## config.mk

```make
export PLATFORM = sky130hd
export DESIGN_NAME = sflg_ctrl
export DESIGN_NICKNAME = d
export VERILOG_FILES = /design/src/hdl/sflg_pkg.sv /design/src/hdl/sflg_ctrl.sv
export SDC_FILE = /design/constraint.sdc
export NUM_CORES = 1
export LEC_CHECK = 0
export BUFFER_PORTS_ARGS = -buffer_cell sky130_fd_sc_hd__buf_2
export CORE_AREA = 2 2 39 41
export CTS_BUF_LIST = sky130_fd_sc_hd__clkbuf_4 sky130_fd_sc_hd__clkbuf_8
export DETAILED_ROUTE_END_ITERATION = 12
export DIE_AREA = 0 0 41 43
export PLACE_DENSITY = 0.73
export RECOVER_POWER = 100
export SYNTH_ARGS = -nofsm -noshare
export SYNTH_HDL_FRONTEND = slang
export SYNTH_SLANG_ARGS = --single-unit
```

## constraint.sdc

```tcl
create_clock -name clk -period 3 [get_ports clk]
set_input_delay 0.3 -clock clk [delete_from_list [all_inputs] [get_ports clk]]
set_output_delay 0.3 -clock clk [all_outputs]
set_load 0.01 [all_outputs]
```

## src/hdl/sflg_pkg.sv

```systemverilog
// Package for the stereo flanger: sample widths, register indexes, controller
// states and the command/status structs between controller and datapath.
// No dependencies.
package sflg_pkg;

    localparam int SAMPLE_W   = 24;
    localparam int DEPTH      = 1024;
    localparam int ADDR_W     = $clog2(DEPTH);
    localparam int CFG_W      = 21;
    localparam int CFG_IDX_W  = 2;
    localparam int DIV_STEPS  = 17;
    localparam int DIV_CNT_W  = 5;

    localparam logic [CFG_IDX_W-1:0] REG_BASE_DELAY = 2'd0;
    localparam logic [CFG_IDX_W-1:0] REG_LFO_AMP    = 2'd1;
    localparam logic [CFG_IDX_W-1:0] REG_LFO_INC    = 2'd2;
    localparam logic [CFG_IDX_W-1:0] REG_FEEDBACK   = 2'd3;

    localparam logic [16:0] RST_BASE_DELAY = 17'd49152;
    localparam logic [16:0] RST_LFO_AMP    = 17'd44237;
    localparam logic [20:0] RST_LFO_INC    = 21'd107374;
    localparam logic [15:0] RST_FEEDBACK   = 16'd12714;

    typedef enum logic [3:0] {
        ST_CLEAR,
        ST_IDLE,
        ST_MUL_LO,
        ST_MUL_HI,
        ST_DELAY,
        ST_RD0,
        ST_RD1,
        ST_DIV_INIT,
        ST_DIV,
        ST_AP_MUL,
        ST_AP_SUM,
        ST_FB_MUL,
        ST_WRITE
    } state_t;

    typedef struct packed {
        logic clr_wr;
        logic accept;
        logic mul_lo;
        logic mul_hi;
        logic calc_delay;
        logic rd_next;
        logic cap_x0;
        logic div_init;
        logic div_step;
        logic ap_mul;
        logic ap_sum;
        logic fb_mul;
        logic write_back;
    } cmd_t;

    typedef struct packed {
        logic clr_last;
        logic out_free;
    } status_t;

    // Clamp a 28-bit signed value to the sample range
    function automatic logic signed [SAMPLE_W-1:0] sat28(input logic signed [27:0] v);
        logic signed [27:0] hi;
        logic signed [27:0] lo;
        hi = 28'sd8388607;
        lo = -28'sd8388608;
        if (v > hi)
            return SAMPLE_W'(hi);
        else if (v < lo)
            return SAMPLE_W'(lo);
        else
            return v[SAMPLE_W-1:0];
    endfunction

endpackage

```

## src/hdl/sflg_ctrl.sv

```systemverilog
// Sequencing controller for the stereo flanger.
// Depends on sflg_pkg; drives commands into sflg_datapath.
module sflg_ctrl (
    input  logic              clk,
    input  logic              rst_n,
    input  logic              in_valid,
    output logic              in_stall,
    input  sflg_pkg::status_t status,
    output sflg_pkg::cmd_t    cmd
);

    sflg_pkg::state_t                   state_reg, state_next;
    logic [sflg_pkg::DIV_CNT_W-1:0]     cnt_reg, cnt_next;

    always_ff @(posedge clk or negedge rst_n)
    begin
        if (!rst_n)
        begin
            state_reg <= sflg_pkg::ST_CLEAR;
            cnt_reg   <= '0;
        end
        else
        begin
            state_reg <= state_next;
            cnt_reg   <= cnt_next;
        end
    end

    always_comb
    begin
        state_next = state_reg;
        cnt_next   = cnt_reg;
        cmd        = '0;
        in_stall   = 1'b1;
        case (state_reg)
            sflg_pkg::ST_CLEAR:
            begin
                cmd.clr_wr = 1'b1;
                if (status.clr_last)
                    state_next = sflg_pkg::ST_IDLE;
            end
            sflg_pkg::ST_IDLE:
            begin
                in_stall = 1'b0;
                if (in_valid)
                begin
                    cmd.accept = 1'b1;
                    state_next = sflg_pkg::ST_MUL_LO;
                end
            end
            sflg_pkg::ST_MUL_LO:
            begin
                cmd.mul_lo = 1'b1;
                state_next = sflg_pkg::ST_MUL_HI;
            end
            sflg_pkg::ST_MUL_HI:
            begin
                cmd.mul_hi = 1'b1;
                state_next = sflg_pkg::ST_DELAY;
            end
            sflg_pkg::ST_DELAY:
            begin
                cmd.calc_delay = 1'b1;
                state_next     = sflg_pkg::ST_RD0;
            end
            sflg_pkg::ST_RD0:
            begin
                state_next = sflg_pkg::ST_RD1;
            end
            sflg_pkg::ST_RD1:
            begin
                cmd.rd_next = 1'b1;
                cmd.cap_x0  = 1'b1;
                state_next  = sflg_pkg::ST_DIV_INIT;
            end
            sflg_pkg::ST_DIV_INIT:
            begin
                cmd.div_init = 1'b1;
                cnt_next     = '0;
                state_next   = sflg_pkg::ST_DIV;
            end
            sflg_pkg::ST_DIV:
            begin
                cmd.div_step = 1'b1;
                cnt_next     = cnt_reg + 1'b1;
                if (cnt_reg == sflg_pkg::DIV_CNT_W'(sflg_pkg::DIV_STEPS - 1))
                    state_next = sflg_pkg::ST_AP_MUL;
            end
            sflg_pkg::ST_AP_MUL:
            begin
                cmd.ap_mul = 1'b1;
                state_next = sflg_pkg::ST_AP_SUM;
            end
            sflg_pkg::ST_AP_SUM:
            begin
                cmd.ap_sum = 1'b1;
                state_next = sflg_pkg::ST_FB_MUL;
            end
            sflg_pkg::ST_FB_MUL:
            begin
                cmd.fb_mul = 1'b1;
                state_next = sflg_pkg::ST_WRITE;
            end
            sflg_pkg::ST_WRITE:
            begin
                if (status.out_free)
                begin
                    cmd.write_back = 1'b1;
                    state_next     = sflg_pkg::ST_IDLE;
                end
            end
            default:
            begin
                state_next = sflg_pkg::ST_CLEAR;
            end
        endcase
    end

endmodule

```

==> flow_summary_export.csv <==
group,metric,value,unit
global_route,grt_pass1_wl,1890,um
clock_tree,cts_sinks,9,
layout,areaGrowthSynthToFinish,16.8,%
global_route,grt_antenna_before_repair,0,
job,drv_cap,0,
synthesis,syn_area_per_cell,9.24,um^2
sta,slew-limit-headroom,0.663,
die,die_h,43,um
clock_tree,cts.clk_slew.worst_paths,0.06,ns
worst_setup_path,crit_fanout,14,
synthesis,netlist_area,619,um^2
detailed_routing,dr.first_iter.drc_count,11,
worst_setup_path,cp.arrival,1.60,ns
clock_tree,cts_setup_buffers,0,
layout,fin_area,723,um^2
sta,fin_crit_sh,0.634,
synthesis,async_flop_share,1.00,
worst_setup_path,criticalPathCategory,"register to output pin",
hold_path,hold_path.class,"input port to async pin",
sta,maxSlewViolCount,0,
synthesis,synth_cell_types,28,
synthesis,synth.area.top_cells,"dfrtp_1 (36%), mux2_2 (5.5%), a22o_1 (4.2%)",
layout,largest_reg_flops,5,
detailed_routing,dr.pass1.iters,4,
sta,fmax,526,MHz
worst_setup_path,r2r_cells,3,
placement,dpl-instance-area,702,um^2
synthesis,synth_cells,67,
worst_setup_path,crit_slowest_cell,"nor4b_4",
sta,fin_crit,1.90,ns
global_route,grt_max_degree,15,
synthesis,netlist.area_leader.share,0.364,
worst_setup_path,startpoint_type,"register",
synthesis,synth_top_area_cell,"dfrtp_1",
synthesis,yosysSeqAreaShare,0.364,
power_and_ir_drop,power_frac_seq,0.418,
layout,drive_gt1_frac,0.129,
sta,skew,0.0127,ns
power_and_ir_drop,power.internal,0.000364,W
clock_tree,root_buffer,"clkbuf_4",
die,die_area,1760,um^2
synthesis,synth_warnings,0,
sta,rsz0062_at_grt,"no",
clock_tree,cts_resized,0,
clock_tree,cts_buffer_depth,2,
die,core,1380,um^2
worst_setup_path,endpoint_kind,"output pin",
clock_tree,htree_levels,1,
layout,post-route-util,0.523,
layout,fillCellCount,150,
worst_setup_path,required,2.70,ns
detailed_routing,wire_per_inst,12.7,um
detailed_routing,final_antenna_net_count,0,
detailed_routing,drt-vias-per-instance,5.50,
synthesis,synth_top_flop_cell,"dfrtp_1",
sta,tightest_slew,0.504,ns
clock_tree,insertion_delay,0.26,ns
power_and_ir_drop,ir_worst_vdd,0.411,mV
sta,setup_viol_count_final,0,
detailed_routing,drc,0,
synthesis,synth_edf_count,0,
run_status,status,"completed",
worst_setup_path,crit_chain,"nor4b_4 -> clkbuf_1",
die,die_w,41,um
synthesis,syn_nets,74,
clock_tree,cts_tree,"yes",
detailed_routing,vias,556,
layout,nNetsFinal,93,
synthesis,ys_ff_latch,9,
placement,dp_hpwl,940,um
placement,gp_congestion,0.733,
power_and_ir_drop,sw_frac_of_total,0.445,
power_and_ir_drop,p_leak,0.305,nW
power_and_ir_drop,pwr-share-comb,0.429,
global_route,grt_pass1_vias,474,
global_route,grt_usage,0.157,
layout,layout_commonest_cell,"clkbuf_1",
die,rows,14,
power_and_ir_drop,clock_power_share,0.153,
die,start_util,0.448,
power_and_ir_drop,power.switching,0.000292,W
power_and_ir_drop,p_per_area,907,nW/um^2
worst_setup_path,max_stage_delay,0.58,ns
sta,finalHoldViolations,0,
die,ios,19,
layout,most-common-layout-cells,"clkbuf_1 (15), dfrtp_1 (9), nor2_1 (5), nand2_1 (5)",
sta,setup_tns,0,ns
clock_tree,numCtsBuffers,3,
detailed_routing,drt-total-wl,1280,um
global_route,overflow,0,
placement,io_buffer_count,18,
layout,diodes,0,
## metal layers
metal | global-route usage | wire [um]
met1 | 0.189 | 588
met2 | 0.250 | 648
met3 | 0.0785 | 46
met5 | 0 | 0
met4 | 0.0200 | 0
## area by class of cell
class	count	area [um^2]	area share
tap	16	20.0	0.0277
clock buffer	4	30.0	0.0415
inverter	4	15.0	0.0208
sequential	9	225	0.311
timing repair buffer	19	81.3	0.112
multi-input combinational	49	352	0.486
## worst paths after layout
kind / start / to / slack [ns]
worst max-delay path: state_reg[0] / cmd[4] / 1.10
worst min-delay path: rst_n / state_reg[0] / 0.49
worst max register to register: state_reg[1] / state_reg[3] / 1.17
worst min register to register: cnt_reg[2] / cnt_reg[2] / 0.55
max in group asynchronous: rst_n / cnt_reg[0] / 2.17
min in group clk: status[0] / state_reg[2] / 0.52
## power by group through the flow
| stage | Clock [W] | Combinational [W] | Sequential, W |
|---|---|---|---|
| 6_report | 0.000100 | 0.000281 | 0.000274 |
| 5_1_grt | 0.000112 | 0.000317 | 0.000287 |
| 4_1_cts | 0.000102 | 0.000295 | 0.000274 |
| 3_5_place_dp | 0 | 0.000292 | 0.000276 |
| 3_3_place_gp | 0 | 0.000287 | 0.000273 |
| 2_1_floorplan | 0 | 0.000278 | 0.000210 |
## timing repair
action / in CTS / in global routing
hold buffers: 1 / 0
hold endpoints to repair: 9 / 0
endpoints found under the setup margin: 0 / 0
## metrics by stage
step                      setup WS [ns]  hold slack, ns  instances  power (W)
after floorplan                    1.38         0.00441         67   0.000488
after global placement             1.23           0.160         96   0.000560
after detailed placement           1.19           0.161         96   0.000568
after CTS                          1.09           0.417        101   0.000671
after global routing               1.00           0.540        101   0.000716
final                              1.10           0.494        101   0.000656
## synthesized netlist by cell type, types with 2 or more instances
master and instances:
a22o_1 3, and3_1 2, buf_2 4, dfrtp_1 9
ha_1 2, inv_1 4, mux2_2 3, nand2_1 5
nand2b_1 3, nand3_1 2, nor2_1 5, nor2b_1 3
nor3_1 3, o21ai_0 4, xnor2_1 2
## worst max-delay path, delay by kind of cell (launching register included)
| family | cells | cell delay, ns |
|---|---|---|
| buffers and inverters | 1 | 0.21 |
| flip-flops | 1 | 0.54 |
| AND/OR/NAND/NOR | 1 | 0.58 |
## cells by family after synthesis
kind of cell | after synthesis | synth area share
muxes | 3 | 0.0545
AOI/OAI and AO/OA | 12 | 0.135
DFF | 9 | 0.364
xor gates and xnor gates | 3 | 0.0424
and+or+nand+nor | 29 | 0.295
buffers and inverters | 9 | 0.0687
adders and majority gates | 2 | 0.0404
No activity file was read; power rests on OpenSTA's default activity.
